===== config.mk =====
export PLATFORM = sky130hd
export DESIGN_NAME = legendre_basis_eval
export DESIGN_NICKNAME = d
export VERILOG_FILES = /design/src/lbe_pkg.sv /design/src/legendre_basis_eval.sv /design/src/lbe_mul.sv /design/src/lbe_core.sv
export VERILOG_INCLUDE_DIRS = /design/src /design/src/src
export SDC_FILE = /design/constraint.sdc
export NUM_CORES = 2
export LEC_CHECK = 0
export BUFFER_PORTS_ARGS = -buffer_cell sky130_fd_sc_hd__buf_2
export CELL_PAD_IN_SITES_DETAIL_PLACEMENT = 1
export CELL_PAD_IN_SITES_GLOBAL_PLACEMENT = 1
export CORE_ASPECT_RATIO = 1.2
export CORE_MARGIN = 2
export CORE_UTILIZATION = 45
export CTS_BUF_LIST = sky130_fd_sc_hd__clkbuf_4 sky130_fd_sc_hd__clkbuf_8
export DETAILED_ROUTE_END_ITERATION = 7
export PLACE_DENSITY = 0.75
export SKIP_LAST_GASP = 1
export SYNTH_ARGS = -nofsm -noshare
export SYNTH_HDL_FRONTEND = slang
export SYNTH_SLANG_ARGS = --single-unit
export TNS_END_PERCENT = 1

===== constraint.sdc =====
create_clock -name clk -period 26.7 [get_ports clk]
set_clock_uncertainty 0.05 [all_clocks]
set_input_delay 5.34 -clock clk [delete_from_list [all_inputs] [get_ports clk]]
set_output_delay 5.34 -clock clk [all_outputs]
set_load 0.01 [all_outputs]

===== src/legendre_basis_eval_defines.svh =====
// Assertion macros for the Legendre basis evaluator core (lbe_core).
`ifndef LEGENDRE_BASIS_EVAL_DEFINES_SVH
`define LEGENDRE_BASIS_EVAL_DEFINES_SVH

`ifndef SYNTHESIS

// The consequent must hold in the same cycle as the antecedent.
`define LBE_ASSERT_IMPL(name, clk, rst_n, ante, cons) \
  name: assert property (@(posedge clk) disable iff (!rst_n) (ante) |-> (cons)) \
    else $error("lbe assertion failed");

// The consequent must hold in the cycle after the antecedent.
`define LBE_ASSERT_NEXT(name, clk, rst_n, ante, cons) \
  name: assert property (@(posedge clk) disable iff (!rst_n) (ante) |=> (cons)) \
    else $error("lbe assertion failed");

`else

`define LBE_ASSERT_IMPL(name, clk, rst_n, ante, cons)
`define LBE_ASSERT_NEXT(name, clk, rst_n, ante, cons)

`endif

`endif


===== src/lbe_pkg.sv =====
`default_nettype none

package lbe_pkg;

  localparam int MAX_DEG     = 15;
  localparam int FRAC_BITS   = 16;
  localparam int NORM_BITS   = 16;
  localparam int DEG_W       = 4;
  localparam int X_W         = 18;
  localparam int VAL_W       = 20;
  localparam int U_W         = 20;
  localparam int NORM_W      = 19;
  localparam int MUL_W       = 30;
  localparam int PROD_W      = 2 * MUL_W;
  localparam int ACC_W       = 46;
  localparam int T_W         = 24;
  localparam int NSUM_W      = NORM_BITS + T_W;
  localparam int RECIP_SHIFT = 28;
  localparam int RECIP_W     = 29;
  localparam int IN_TDATA_W  = 24;
  localparam int OUT_TDATA_W = VAL_W + DEG_W;
  localparam int CFG_IDX_W   = 2;
  localparam int CFG_DATA_W  = 4;

  localparam logic [CFG_IDX_W-1:0] CFG_MAX_DEGREE = 2'd0;
  localparam logic [CFG_IDX_W-1:0] CFG_INCL_ZERO  = 2'd1;
  localparam logic [CFG_IDX_W-1:0] CFG_SHIFTED    = 2'd2;
  localparam logic [CFG_IDX_W-1:0] CFG_NORMALIZE  = 2'd3;

  localparam logic signed [VAL_W-1:0] VAL_MAX = VAL_W'(2 ** (VAL_W - 1) - 1);
  localparam logic signed [VAL_W-1:0] VAL_MIN = VAL_W'(2 ** (VAL_W - 1));
  localparam logic [T_W-1:0] POS_LIM = T_W'(2 ** (VAL_W - 1) - 1);
  localparam logic [T_W-1:0] NEG_LIM = T_W'(2 ** (VAL_W - 1));
  localparam logic signed [VAL_W-1:0] ONE_VAL = VAL_W'(2 ** FRAC_BITS);
  localparam logic signed [U_W-1:0] ONE_U = U_W'(2 ** FRAC_BITS);

  typedef logic [MAX_DEG:0][NORM_W-1:0] norm_tab_t;

  typedef struct packed {
    logic signed [MUL_W-1:0] a;
    logic signed [MUL_W-1:0] b;
  } mul_op_t;

  typedef struct packed {
    logic [DEG_W-1:0] top;
    logic             incl_zero;
    logic             shifted;
    logic             normalize;
  } cfg_t;

  typedef struct packed {
    logic signed [VAL_W-1:0] value;
    logic [DEG_W-1:0]        degree;
    logic                    last;
    logic                    batch;
  } res_t;

  function automatic longint unsigned isqrt_c(input longint unsigned v_in);
    longint unsigned v;
    longint unsigned r;
    longint unsigned b;
    int i;
    v = v_in;
    r = 0;
    b = 64'h4000_0000_0000_0000;
    for (i = 0; i < 32; i++) begin
      if (v >= r + b) begin
        v = v - (r + b);
        r = (r >> 1) + b;
      end else begin
        r = r >> 1;
      end
      b = b >> 2;
    end
    return r;
  endfunction

  function automatic norm_tab_t build_norm_tab(input logic sh);
    norm_tab_t tab;
    longint unsigned rad;
    longint unsigned r;
    int d;
    tab = '0;
    for (d = 0; d <= MAX_DEG; d++) begin
      rad = longint'(2 * d + 1);
      rad = rad << (2 * NORM_BITS);
      r = isqrt_c(sh ? rad * 4 : rad * 2);
      tab[d] = NORM_W'((r + 1) >> 1);
    end
    return tab;
  endfunction

  localparam norm_tab_t NORM_TAB_PLAIN = build_norm_tab(1'b0);
  localparam norm_tab_t NORM_TAB_SHIFT = build_norm_tab(1'b1);

  // Reciprocals ceil(2^28 / d): exact floor division for quotients of 24-bit values.
  function automatic logic [RECIP_W-1:0] recip(input logic [DEG_W-1:0] d);
    logic [RECIP_W-1:0] r;
    case (d)
      4'd2:    r = 29'd134217728;
      4'd3:    r = 29'd89478486;
      4'd4:    r = 29'd67108864;
      4'd5:    r = 29'd53687092;
      4'd6:    r = 29'd44739243;
      4'd7:    r = 29'd38347923;
      4'd8:    r = 29'd33554432;
      4'd9:    r = 29'd29826162;
      4'd10:   r = 29'd26843546;
      4'd11:   r = 29'd24403224;
      4'd12:   r = 29'd22369622;
      4'd13:   r = 29'd20648882;
      4'd14:   r = 29'd19173962;
      4'd15:   r = 29'd17895698;
      default: r = 29'd268435456;
    endcase
    return r;
  endfunction

  // Applies the sign to a magnitude and clamps it to the output range.
  function automatic logic signed [VAL_W-1:0] sat_mag(input logic neg,
                                                      input logic [T_W-1:0] q);
    logic signed [VAL_W-1:0] r;
    if (!neg) begin
      r = (q > POS_LIM) ? VAL_MAX : $signed(q[VAL_W-1:0]);
    end else begin
      r = (q > NEG_LIM) ? VAL_MIN : $signed(VAL_W'(~q[VAL_W-1:0] + 1'b1));
    end
    return r;
  endfunction

endpackage

`default_nettype wire


===== src/legendre_basis_eval.sv =====
// Legendre basis evaluator.
// One beat on the in_ channel carries a sample point x (signed, 16 fraction bits)
// and in_tlast marks the last point of a batch. For each point the block sends
// P_0 = 1 first when degree zero is enabled, then P_1 .. P_D on the out_ channel,
// D being the max_degree register. out_tlast marks the final beat of a point and
// out_tuser repeats the point's in_tlast on that beat.
// All arithmetic runs on one shared 30 x 30 multiplier under a sequencer, so a
// point is taken only while the block is idle. Each degree of one or more runs
// three multiplies, a subtract, a round, a reciprocal divide and a saturate,
// normalization adds a multiply and a round per value, and the sequencer idles
// to take the next point. With nothing to send, a point is taken and discarded.
// A stalled receiver holds the output register, and the sequencer waits on the
// finished value until the register frees up; nothing is dropped.
// Configuration writes go through cfg_we, cfg_index and cfg_wdata while idle;
// the user must keep to this, as the block does not enforce it. Reset (rst_n
// low, synchronous) returns the sequencer to idle, empties the output register
// and restores max_degree 4, degree zero on, plain domain and no normalization.
`default_nettype none

module legendre_basis_eval (
  input  logic                                  clk,
  input  logic                                  rst_n,
  input  logic                                  in_tvalid,
  output logic                                  in_tready,
  input  logic [lbe_pkg::IN_TDATA_W-1:0]        in_tdata,   // sample_point [17:0]
  input  logic                                  in_tlast,
  output logic                                  out_tvalid,
  input  logic                                  out_tready,
  output logic [lbe_pkg::OUT_TDATA_W-1:0]       out_tdata,  // poly_value [19:0], poly_degree [23:20]
  output logic                                  out_tlast,
  output logic                                  out_tuser,  // batch_end [0]
  input  logic                                  cfg_we,
  input  logic [lbe_pkg::CFG_IDX_W-1:0]         cfg_index,
  input  logic [lbe_pkg::CFG_DATA_W-1:0]        cfg_wdata
);
  import lbe_pkg::*;

  logic [DEG_W-1:0] max_degree_r, max_degree_nxt;
  logic             incl_zero_r, incl_zero_nxt;
  logic             shifted_r, shifted_nxt;
  logic             normalize_r, normalize_nxt;
  logic             out_valid_r, out_valid_nxt;
  res_t             out_r, out_nxt;

  cfg_t                    cfg;
  mul_op_t                 op;
  logic signed [PROD_W-1:0] prod;
  logic                    res_valid;
  logic                    res_ready;
  res_t                    res;
  logic                    res_fire;

  always_comb begin
    max_degree_nxt = max_degree_r;
    incl_zero_nxt  = incl_zero_r;
    shifted_nxt    = shifted_r;
    normalize_nxt  = normalize_r;
    if (cfg_we) begin
      case (cfg_index)
        CFG_MAX_DEGREE: max_degree_nxt = cfg_wdata[DEG_W-1:0];
        CFG_INCL_ZERO:  incl_zero_nxt  = cfg_wdata[0];
        CFG_SHIFTED:    shifted_nxt    = cfg_wdata[0];
        CFG_NORMALIZE:  normalize_nxt  = cfg_wdata[0];
        default: begin
          max_degree_nxt = max_degree_r;
        end
      endcase
    end
  end

  always_ff @(posedge clk) begin
    if (!rst_n) begin
      max_degree_r <= DEG_W'(4);
      incl_zero_r  <= 1'b1;
      shifted_r    <= 1'b0;
      normalize_r  <= 1'b0;
    end else begin
      max_degree_r <= max_degree_nxt;
      incl_zero_r  <= incl_zero_nxt;
      shifted_r    <= shifted_nxt;
      normalize_r  <= normalize_nxt;
    end
  end

  assign cfg.top       = (max_degree_r > MAX_DEG) ? DEG_W'(MAX_DEG) : max_degree_r;
  assign cfg.incl_zero = incl_zero_r;
  assign cfg.shifted   = shifted_r;
  assign cfg.normalize = normalize_r;

  lbe_mul u_mul (
    .clk  (clk),
    .op   (op),
    .prod (prod)
  );

  lbe_core u_core (
    .clk        (clk),
    .rst_n      (rst_n),
    .cfg        (cfg),
    .start      (in_tvalid & in_tready),
    .sample     ($signed(in_tdata[X_W-1:0])),
    .last_point (in_tlast),
    .in_ready   (in_tready),
    .prod       (prod),
    .op         (op),
    .res_valid  (res_valid),
    .res_ready  (res_ready),
    .res        (res)
  );

  assign res_ready = !out_valid_r || out_tready;
  assign res_fire  = res_valid && res_ready;

  always_comb begin
    out_nxt       = res_fire ? res : out_r;
    out_valid_nxt = res_fire ? 1'b1 : (out_tready ? 1'b0 : out_valid_r);
  end

  always_ff @(posedge clk) begin
    if (!rst_n) begin
      out_valid_r <= 1'b0;
    end else begin
      out_valid_r <= out_valid_nxt;
    end
  end

  always_ff @(posedge clk) begin
    out_r <= out_nxt;
  end

  assign out_tvalid = out_valid_r;
  assign out_tdata  = {out_r.degree, out_r.value};
  assign out_tlast  = out_r.last;
  assign out_tuser  = out_r.batch;

endmodule

`default_nettype wire


===== src/lbe_mul.sv =====
`default_nettype none

module lbe_mul (
  input  logic                               clk,
  input  lbe_pkg::mul_op_t                   op,
  output logic signed [lbe_pkg::PROD_W-1:0]  prod
);
  import lbe_pkg::*;

  logic signed [PROD_W-1:0] prod_nxt;
  logic signed [PROD_W-1:0] prod_r;

  always_comb begin
    prod_nxt = PROD_W'($signed(op.a)) * PROD_W'($signed(op.b));
  end

  always_ff @(posedge clk) begin
    prod_r <= prod_nxt;
  end

  assign prod = prod_r;

endmodule

`default_nettype wire


===== src/lbe_core.sv =====
`default_nettype none
`include "legendre_basis_eval_defines.svh"

module lbe_core (
  input  logic                               clk,
  input  logic                               rst_n,
  input  lbe_pkg::cfg_t                      cfg,
  input  logic                               start,
  input  logic signed [lbe_pkg::X_W-1:0]     sample,
  input  logic                               last_point,
  output logic                               in_ready,
  input  logic signed [lbe_pkg::PROD_W-1:0]  prod,
  output lbe_pkg::mul_op_t                   op,
  output logic                               res_valid,
  input  logic                               res_ready,
  output lbe_pkg::res_t                      res
);
  import lbe_pkg::*;

  localparam logic [3:0] ST_IDLE = 4'd0;
  localparam logic [3:0] ST_ZERO = 4'd1;
  localparam logic [3:0] ST_MA   = 4'd2;
  localparam logic [3:0] ST_MB   = 4'd3;
  localparam logic [3:0] ST_MC   = 4'd4;
  localparam logic [3:0] ST_SUB  = 4'd5;
  localparam logic [3:0] ST_RND  = 4'd6;
  localparam logic [3:0] ST_DIV  = 4'd7;
  localparam logic [3:0] ST_SAT  = 4'd8;
  localparam logic [3:0] ST_NMUL = 4'd9;
  localparam logic [3:0] ST_NRND = 4'd10;
  localparam logic [3:0] ST_EMIT = 4'd11;

  logic [3:0]              state_r, state_nxt;
  logic [DEG_W-1:0]        deg_r, deg_nxt;
  logic signed [U_W-1:0]   u_r, u_nxt;
  logic signed [VAL_W-1:0] p1_r, p1_nxt;
  logic signed [VAL_W-1:0] p2_r, p2_nxt;
  logic signed [VAL_W-1:0] val_r, val_nxt;
  logic signed [ACC_W-1:0] acc_r, acc_nxt;
  logic [T_W-1:0]          t_r, t_nxt;
  logic                    neg_r, neg_nxt;
  logic                    last_pt_r, last_pt_nxt;

  logic [DEG_W:0]          odd_w;
  logic [DEG_W-1:0]        prev_w;
  logic [NORM_W-1:0]       norm_w;
  logic [ACC_W-1:0]        half_w;
  logic [ACC_W-1:0]        tsum_w;
  logic [NSUM_W-1:0]       nsum_w;
  logic [NSUM_W-1:0]       nprod_w;
  logic                    nneg_w;
  logic                    last_w;

  assign odd_w   = {deg_r, 1'b0} - (DEG_W + 1)'(1);
  assign prev_w  = deg_r - DEG_W'(1);
  assign norm_w  = cfg.shifted ? NORM_TAB_SHIFT[deg_r] : NORM_TAB_PLAIN[deg_r];
  assign half_w  = ACC_W'(deg_r) << (FRAC_BITS - 1);
  assign tsum_w  = acc_r[ACC_W-1] ? (half_w - $unsigned(acc_r))
                                  : ($unsigned(acc_r) + half_w);
  assign nprod_w = prod[NSUM_W-1:0];
  assign nneg_w  = prod[PROD_W-1];
  assign nsum_w  = nneg_w ? (NSUM_W'(2 ** (NORM_BITS - 1)) - nprod_w)
                          : (nprod_w + NSUM_W'(2 ** (NORM_BITS - 1)));
  assign last_w  = (deg_r == cfg.top);

  always_comb begin
    op = '0;
    case (state_r)
      ST_MA: begin
        op.a = {{(MUL_W - DEG_W - 1){1'b0}}, odd_w};
        op.b = MUL_W'(p1_r);
      end
      ST_MB: begin
        op.a = prod[MUL_W-1:0];
        op.b = MUL_W'(u_r);
      end
      ST_MC: begin
        op.a = {{(MUL_W - DEG_W){1'b0}}, prev_w};
        op.b = MUL_W'(p2_r);
      end
      ST_DIV: begin
        op.a = {{(MUL_W - T_W){1'b0}}, t_r};
        op.b = {{(MUL_W - RECIP_W){1'b0}}, recip(deg_r)};
      end
      ST_NMUL: begin
        op.a = MUL_W'(val_r);
        op.b = {{(MUL_W - NORM_W){1'b0}}, norm_w};
      end
      default: begin
        op = '0;
      end
    endcase
  end

  always_comb begin
    state_nxt   = state_r;
    deg_nxt     = deg_r;
    u_nxt       = u_r;
    p1_nxt      = p1_r;
    p2_nxt      = p2_r;
    val_nxt     = val_r;
    acc_nxt     = acc_r;
    t_nxt       = t_r;
    neg_nxt     = neg_r;
    last_pt_nxt = last_pt_r;
    case (state_r)
      ST_IDLE: begin
        if (start) begin
          u_nxt       = cfg.shifted ? ((U_W'(sample) <<< 1) - ONE_U) : U_W'(sample);
          last_pt_nxt = last_point;
          p1_nxt      = ONE_VAL;
          p2_nxt      = '0;
          if (cfg.incl_zero) begin
            deg_nxt   = '0;
            state_nxt = ST_ZERO;
          end else if (cfg.top != '0) begin
            deg_nxt   = DEG_W'(1);
            state_nxt = ST_MA;
          end
        end
      end
      ST_ZERO: begin
        val_nxt   = ONE_VAL;
        state_nxt = cfg.normalize ? ST_NMUL : ST_EMIT;
      end
      ST_MA: state_nxt = ST_MB;
      ST_MB: state_nxt = ST_MC;
      ST_MC: begin
        acc_nxt   = ACC_W'(prod);
        state_nxt = ST_SUB;
      end
      ST_SUB: begin
        acc_nxt   = acc_r - (ACC_W'(prod) <<< FRAC_BITS);
        state_nxt = ST_RND;
      end
      ST_RND: begin
        neg_nxt   = acc_r[ACC_W-1];
        t_nxt     = (|tsum_w[ACC_W-1:FRAC_BITS+T_W]) ? '1
                                                     : tsum_w[FRAC_BITS+T_W-1:FRAC_BITS];
        state_nxt = ST_DIV;
      end
      ST_DIV: state_nxt = ST_SAT;
      ST_SAT: begin
        val_nxt   = sat_mag(neg_r, prod[RECIP_SHIFT+T_W-1:RECIP_SHIFT]);
        p1_nxt    = sat_mag(neg_r, prod[RECIP_SHIFT+T_W-1:RECIP_SHIFT]);
        p2_nxt    = p1_r;
        state_nxt = cfg.normalize ? ST_NMUL : ST_EMIT;
      end
      ST_NMUL: state_nxt = ST_NRND;
      ST_NRND: begin
        val_nxt   = sat_mag(nneg_w, nsum_w[NSUM_W-1:NORM_BITS]);
        state_nxt = ST_EMIT;
      end
      ST_EMIT: begin
        if (res_ready) begin
          if (last_w) begin
            state_nxt = ST_IDLE;
          end else begin
            deg_nxt   = deg_r + DEG_W'(1);
            state_nxt = ST_MA;
          end
        end
      end
      default: state_nxt = ST_IDLE;
    endcase
  end

  always_ff @(posedge clk) begin
    if (!rst_n) begin
      state_r <= ST_IDLE;
    end else begin
      state_r <= state_nxt;
    end
  end

  always_ff @(posedge clk) begin
    deg_r     <= deg_nxt;
    u_r       <= u_nxt;
    p1_r      <= p1_nxt;
    p2_r      <= p2_nxt;
    val_r     <= val_nxt;
    acc_r     <= acc_nxt;
    t_r       <= t_nxt;
    neg_r     <= neg_nxt;
    last_pt_r <= last_pt_nxt;
  end

  assign in_ready   = (state_r == ST_IDLE);
  assign res_valid  = (state_r == ST_EMIT);
  assign res.value  = val_r;
  assign res.degree = deg_r;
  assign res.last   = last_w;
  assign res.batch  = last_w & last_pt_r;

  `LBE_ASSERT_IMPL(a_first_step_seed, clk, rst_n, (state_r == ST_MA) && (deg_r == DEG_W'(1)), (p1_r == ONE_VAL) && (p2_r == '0))
  `LBE_ASSERT_IMPL(a_quotient_fits, clk, rst_n, state_r == ST_SAT, prod[PROD_W-1:RECIP_SHIFT+T_W] == '0)
  `LBE_ASSERT_IMPL(a_degree_bound, clk, rst_n, state_r != ST_IDLE, deg_r <= cfg.top)
  `LBE_ASSERT_NEXT(a_next_degree, clk, rst_n, (state_r == ST_EMIT) && res_ready && !last_w, (state_r == ST_MA) && (deg_r == $past(deg_r) + DEG_W'(1)))

endmodule

`default_nettype wire

Yosys cells after proc, flatten, opt, wreduce, memory -nomap -nowiden --
Memory sizes are Yosys's and may differ from the RTL's. A register that Yosys moved wholly into a read port is not among the register bits. Cells that the tools add are included.
Word-level totals: flip-flop bits (word level) 254, output and inout port bits 28, memory bits (read-only) 1072, input bits 36, memories 3
Operators by class: add/subtract/negate cells 11, muxes and demuxes 37, bitwise operators 4, $mul 1, reductions and logical operators 21, magnitude comparators 5, equal/unequal tests 19
Memory list:
- (no name shown) | words 16, width 29, rd ports 1, clocked after Yosys merged registers in 1, write ports 0, RTL line lbe_pkg.sv:99 | case (d)
- (no name shown) | words 16, width 19, rd ports 1, clocked after Yosys merged registers in 1, write ports 0, RTL line lbe_core.sv:56 | assign norm_w = cfg.shifted ? NORM_TAB_SHIFT[deg_r] : NORM_TAB_PLAIN[deg_r];
- (no name shown) | words 16, width 19, rd ports 1, clocked after Yosys merged registers in 1, write ports 0, RTL line lbe_core.sv:56
Operators with widths (number):
- 60-bit one-hot mux with 5 select lines | 1
- 20-bit 2-to-1 mux | 9
- 46-bit one-hot mux with 2 select lines | 1
- 20-bit one-hot mux with 2 select lines | 2
- 30-bit by 30-bit multiplier with 60-bit output | 1
- 20-bit one-hot mux with 3 select lines | 1
- 19-bit 2-to-1 mux | 3
- 24-bit by 19-bit greater-than comparator with 1-bit output (second input constant) | 2
- 24-bit by 20-bit greater-than comparator with 1-bit output (second input constant) | 2
- 4-bit 2-to-1 mux | 12
- 46-bit by 19-bit adder with 46-bit output | 1
- 46-bit 2-to-1 mux | 1
- 19-bit by 46-bit subtractor with 46-bit output | 1
- 46-bit subtractor | 1
- 4-bit one-hot mux with 11 select lines | 1
- 20-bit by 1-bit adder with 20-bit output (second input constant) | 2
- 40-bit by 16-bit adder with 40-bit output (second input constant) | 1
- 40-bit 2-to-1 mux | 1
- 20-bit inverter | 2
- 16-bit by 40-bit subtractor with 40-bit output (first input constant) | 1
- 19-bit by 18-bit subtractor with 20-bit output (second input constant) | 1
- 4-bit by 3-bit == test with 1-bit output (second input constant) | 4
- 4-bit == test (second input constant) | 4
- 2-bit AND reduction | 6
- 28 further kinds | 37

Logic depth before layout (Yosys ltp) --
word-level depth 7, gate-level depth with buffers 36

Hierarchy --
From an unflattened synthesis, not the netlist that was laid out.
Second synthesis, totals: cell total of the unflattened synthesis 5501, area total of the unflattened synthesis 50482.2 sq um
By module, submodules not included:
- lbe_mul | sequential area each 1201.2 sq um, cells an instance 3641, instances 1, area each 33798.7 sq um
- lbe_core | sequential area each 5985.7 sq um, cells an instance 1797, instances 1, area each 15543.7 sq um
- legendre_basis_eval | sequential area each 940.9 sq um, cells an instance 63, instances 1, area each 1139.8 sq um

Least setup slack after synthesis --
Ideal clock, no wire load.
kind reg-to-reg, start register u_core.state_r[2], end register u_mul.prod_r[59] (netlist: u_mul.prod[59]), data arrival time 10177 ps, period minus slack after synthesis 10306 ps, path slack 16394 ps, library setup time 79 ps, stages on the path, launching flop included 36, path through dfxtp_1 > nand2b_1 > or3_1 > clkbuf_1 > inv_1 > clkbuf_1 > clkbuf_1 > a22oi_1 > nand3_1 > clkbuf_1 > nand2_1 > inv_1 > fa_1 > fa_1 > inv_1 > fa_1 > inv_1 > fa_1 > inv_1 > fa_1 > inv_1 > fa_1 > fa_1 > inv_1 > fa_1 > inv_1 > ha_1 > a21o_1 > a21o_1 > a21o_1 > a21o_1 > a31o_2 > or3_1 > nand3b_1 > a211o_1 > o211ai_1
On the way: cells in the longest elaborated chain, start to end 3, elaborated cells between the ends (all ways) 7, classes of those cells mul: 1; eq/ne: 5; mux: 1
Ends and longest elaborated chain:
- from (decl) | RTL line lbe_core.sv:33 | logic [3:0] state_r, state_nxt;
- from (signal assigned) | RTL line lbe_core.sv:172 | state_r <= state_nxt;
- 4-bit == test, or another cell as far along | RTL line lbe_core.sv:68 | case (state_r)
- 60-bit one-hot mux with 5 select lines * | RTL line lbe_core.sv:68
- 30-bit by 30-bit multiplier with 60-bit output * | RTL line lbe_mul.sv:14 | prod_nxt = PROD_W'($signed(op.a)) * PROD_W'($signed(op.b));
- via u_mul.prod_nxt[59] | RTL line lbe_mul.sv:10 | logic signed [PROD_W-1:0] prod_nxt;
- to (signal assigned) | RTL line lbe_mul.sv:18 | prod_r <= prod_nxt;
- to (decl) | RTL line lbe_mul.sv:11 | logic signed [PROD_W-1:0] prod_r;
Mark *: on every way through the listed nets, which the timed path passes. The rest lies on a longest branch. A chain may end at the register's enable or synchronous reset.

Worst setup path after layout --
start register u_core.state_r[2], end register u_mul.prod_r[38] (netlist: u_mul.prod[38])
Same word-level chain as after synthesis.

==> results.cfg <==
[power]
power_density_mw_per_mm2 = 73.7
p_leak_nw = 24.9
max-vdd-ir-drop_mv = 0.0527

[cells_and_area]
syn2layout_area_growth_pct = 6.33
multi_input_area_mm2 = 0.0360
fillers = 12486
fin_nets = 6583
mostFrequentLayoutCell = inv_1
seq_area_mm2 = 0.00799
drive_gt1_share_pct = 6.85
final_cell_mix = inv_1, fa_1, nand2_1

[synth]
ys.flop_type = edfxtp_1
synth-simple-area-share_pct = 15.2
synth_cell_types = 101
synth-edff-count = 182
synth_area_per_cell_um2 = 9.10
yosysTopAreaCellShare_pct = 39.0
ys_ff_latch = 308
synthAdderAreaFrac_pct = 45.0
post_synth_instance_area_mm2 = 0.0492
ys_warn_count = 0
ys_seq_area_share_pct = 16.2
yosysTopAreaCell = fa_1
synthMuxAreaShare_pct = 1.14
synth_top_family_by_area = adder cells
synth_xor_xnor_area_share_pct = 2.52
synth_cells = 5409
synth_compound_area_share_pct = 8.95
synth_nets = 6638
synthArstFlopShare_pct = 0
synth_area_leaders = fa_1, edfxtp_1, inv_1

[worst_setup_path]
crit_family = adder cells
crit_path_end_kind = flop
start_kind = flop
critical_path_class = flop to flop
path_buf_inv = 11
arrival_ps = 12020
cp_data_required_time_ps = 27160
cp_max_fo = 21
slowest_delay_ps = 830
crit_path_top_delay_cell = o31ai_1

[sta]
fmax_mhz = 86.5
tightest_slew_ps = 1310
rsz0062_at_grt = no
relSlewSlack_pct = 12.8
setup_viol = 0
min_period_ps = 11560
period_share_pct = 43.3
finalHoldViolCount = 0
hold_slack_ps = 417
totalNegativeSetupSlack_ps = 0
finalMaxSlewViolations = 0

[global_routing]
grt_max_degree = 67
grt_pass1_wl_mm = 271
grt_pass1_vias = 43686
overflow = 0
grt_antenna_before_repair = 3
grtUsageTotal_pct = 32.3

[floorplanning]
die_h_um = 366
die_area_mm2 = 0.112
start_util_pct = 45.5
ios = 64
die_x_um = 306
core_area_mm2 = 0.108
fp-row-count = 132

[clock_network]
cts_made_buffers = 53
cts_tree = yes
htreeDepth = 2
cts-resized-gates = 0
postCtsSetupBuffers = 0
clk_pin_slew_ps = 70
clk_path_buf_depth = 3
clock-sinks = 308
cts-root-buf = clkbuf_8
worstSkewPairLatency_ps = 670
cts_hold_buf = 0

[run_status]
status = finished, final reports clean

[run]
max-cap-violations = 0

[route]
drc = 0
vias_per_cell = 5.77
antenna_left = 0
dr.pass1.iters = 7
initialDrtViolationCount = 3192
wl_mm = 179
via_count = 39280
wl_per_cell_um = 26.3

[placed_design]
gp_congestion = 0.975
place_hpwl_mm = 139
port_buffers = 57

[hold_path]
hold_class = flop to flop
## power breakdown
part           internal [mW]  switching, mW
clock network          0.301          0.218
registers              0.682          0.135
logic                  0.783           1.74
total                   1.77           2.09
## kinds of logic after synthesis
logic type,after synthesis
AOI/OAI and AO/OA,656
xor gates and xnor gates,141
DFF,308
and+or+nand+nor,1653
buffers and inverters,1406
adders and majority gates,1193
muxes,52
## stage by stage
step / total power, mW / setup slack [ps] / utilization, % / cell area [µm²] / cells
floorplan: 2.34 / 16390 / - / 49200 / 5409
global placement: 3.22 / 15450 / 47.2 / 51100 / 6706
detailed placement: 3.28 / 15300 / 47.2 / 51100 / 6706
CTS: 3.82 / 15240 / 48.4 / 52300 / 6806
global route: 4.09 / 14720 / 48.4 / 52300 / 6807
finish: 3.86 / 15140 / 48.4 / 52300 / 6808
## final timing paths
kind                          to  slack (ps)  cells past startpoint               from
setup reg to reg  u_mul.prod[38]       15140                     32  u_core.state_r[2]
hold / removal     out_tdata[11]         420                      0   u_core.val_r[11]
setup / recovery  u_mul.prod[38]       15140                     32  u_core.state_r[2]
hold reg to reg    out_tdata[11]         420                      0   u_core.val_r[11]
## cells in the mapped netlist (all sizes together), types with 50 or more instances
cell,n
nand2,877
a21oi,169
nand3,63
nor2,309
clkbuf,238
a21o,50
edfxtp,182
ha,233
inv,1126
and2,87
fa,960
dfxtp,126
o21ai,125
nor3,57
xnor2,94
## metal layers
layer | track usage (%) | share of wire [%]
met5 | 0 | 0
met4 | 17.3 | 6.5
met3 | 5.04 | 7.1
met2 | 54.8 | 49
met1 | 39.6 | 38
## area by class of cell
cell class                      instances  share of cell area (%)
Multi-Input combinational cell       3695                    68.7
Sequential cell                       308                    15.3
Tap cell                             1407                    3.36
Inverter                             1128                    8.09
Clock inverter                         28                   0.700
Timing Repair Buffer                  168                    2.14
Antenna cell                            2                 0.00956
Clock buffer                           72                    1.73
Power figures use the tool's default switching activity.
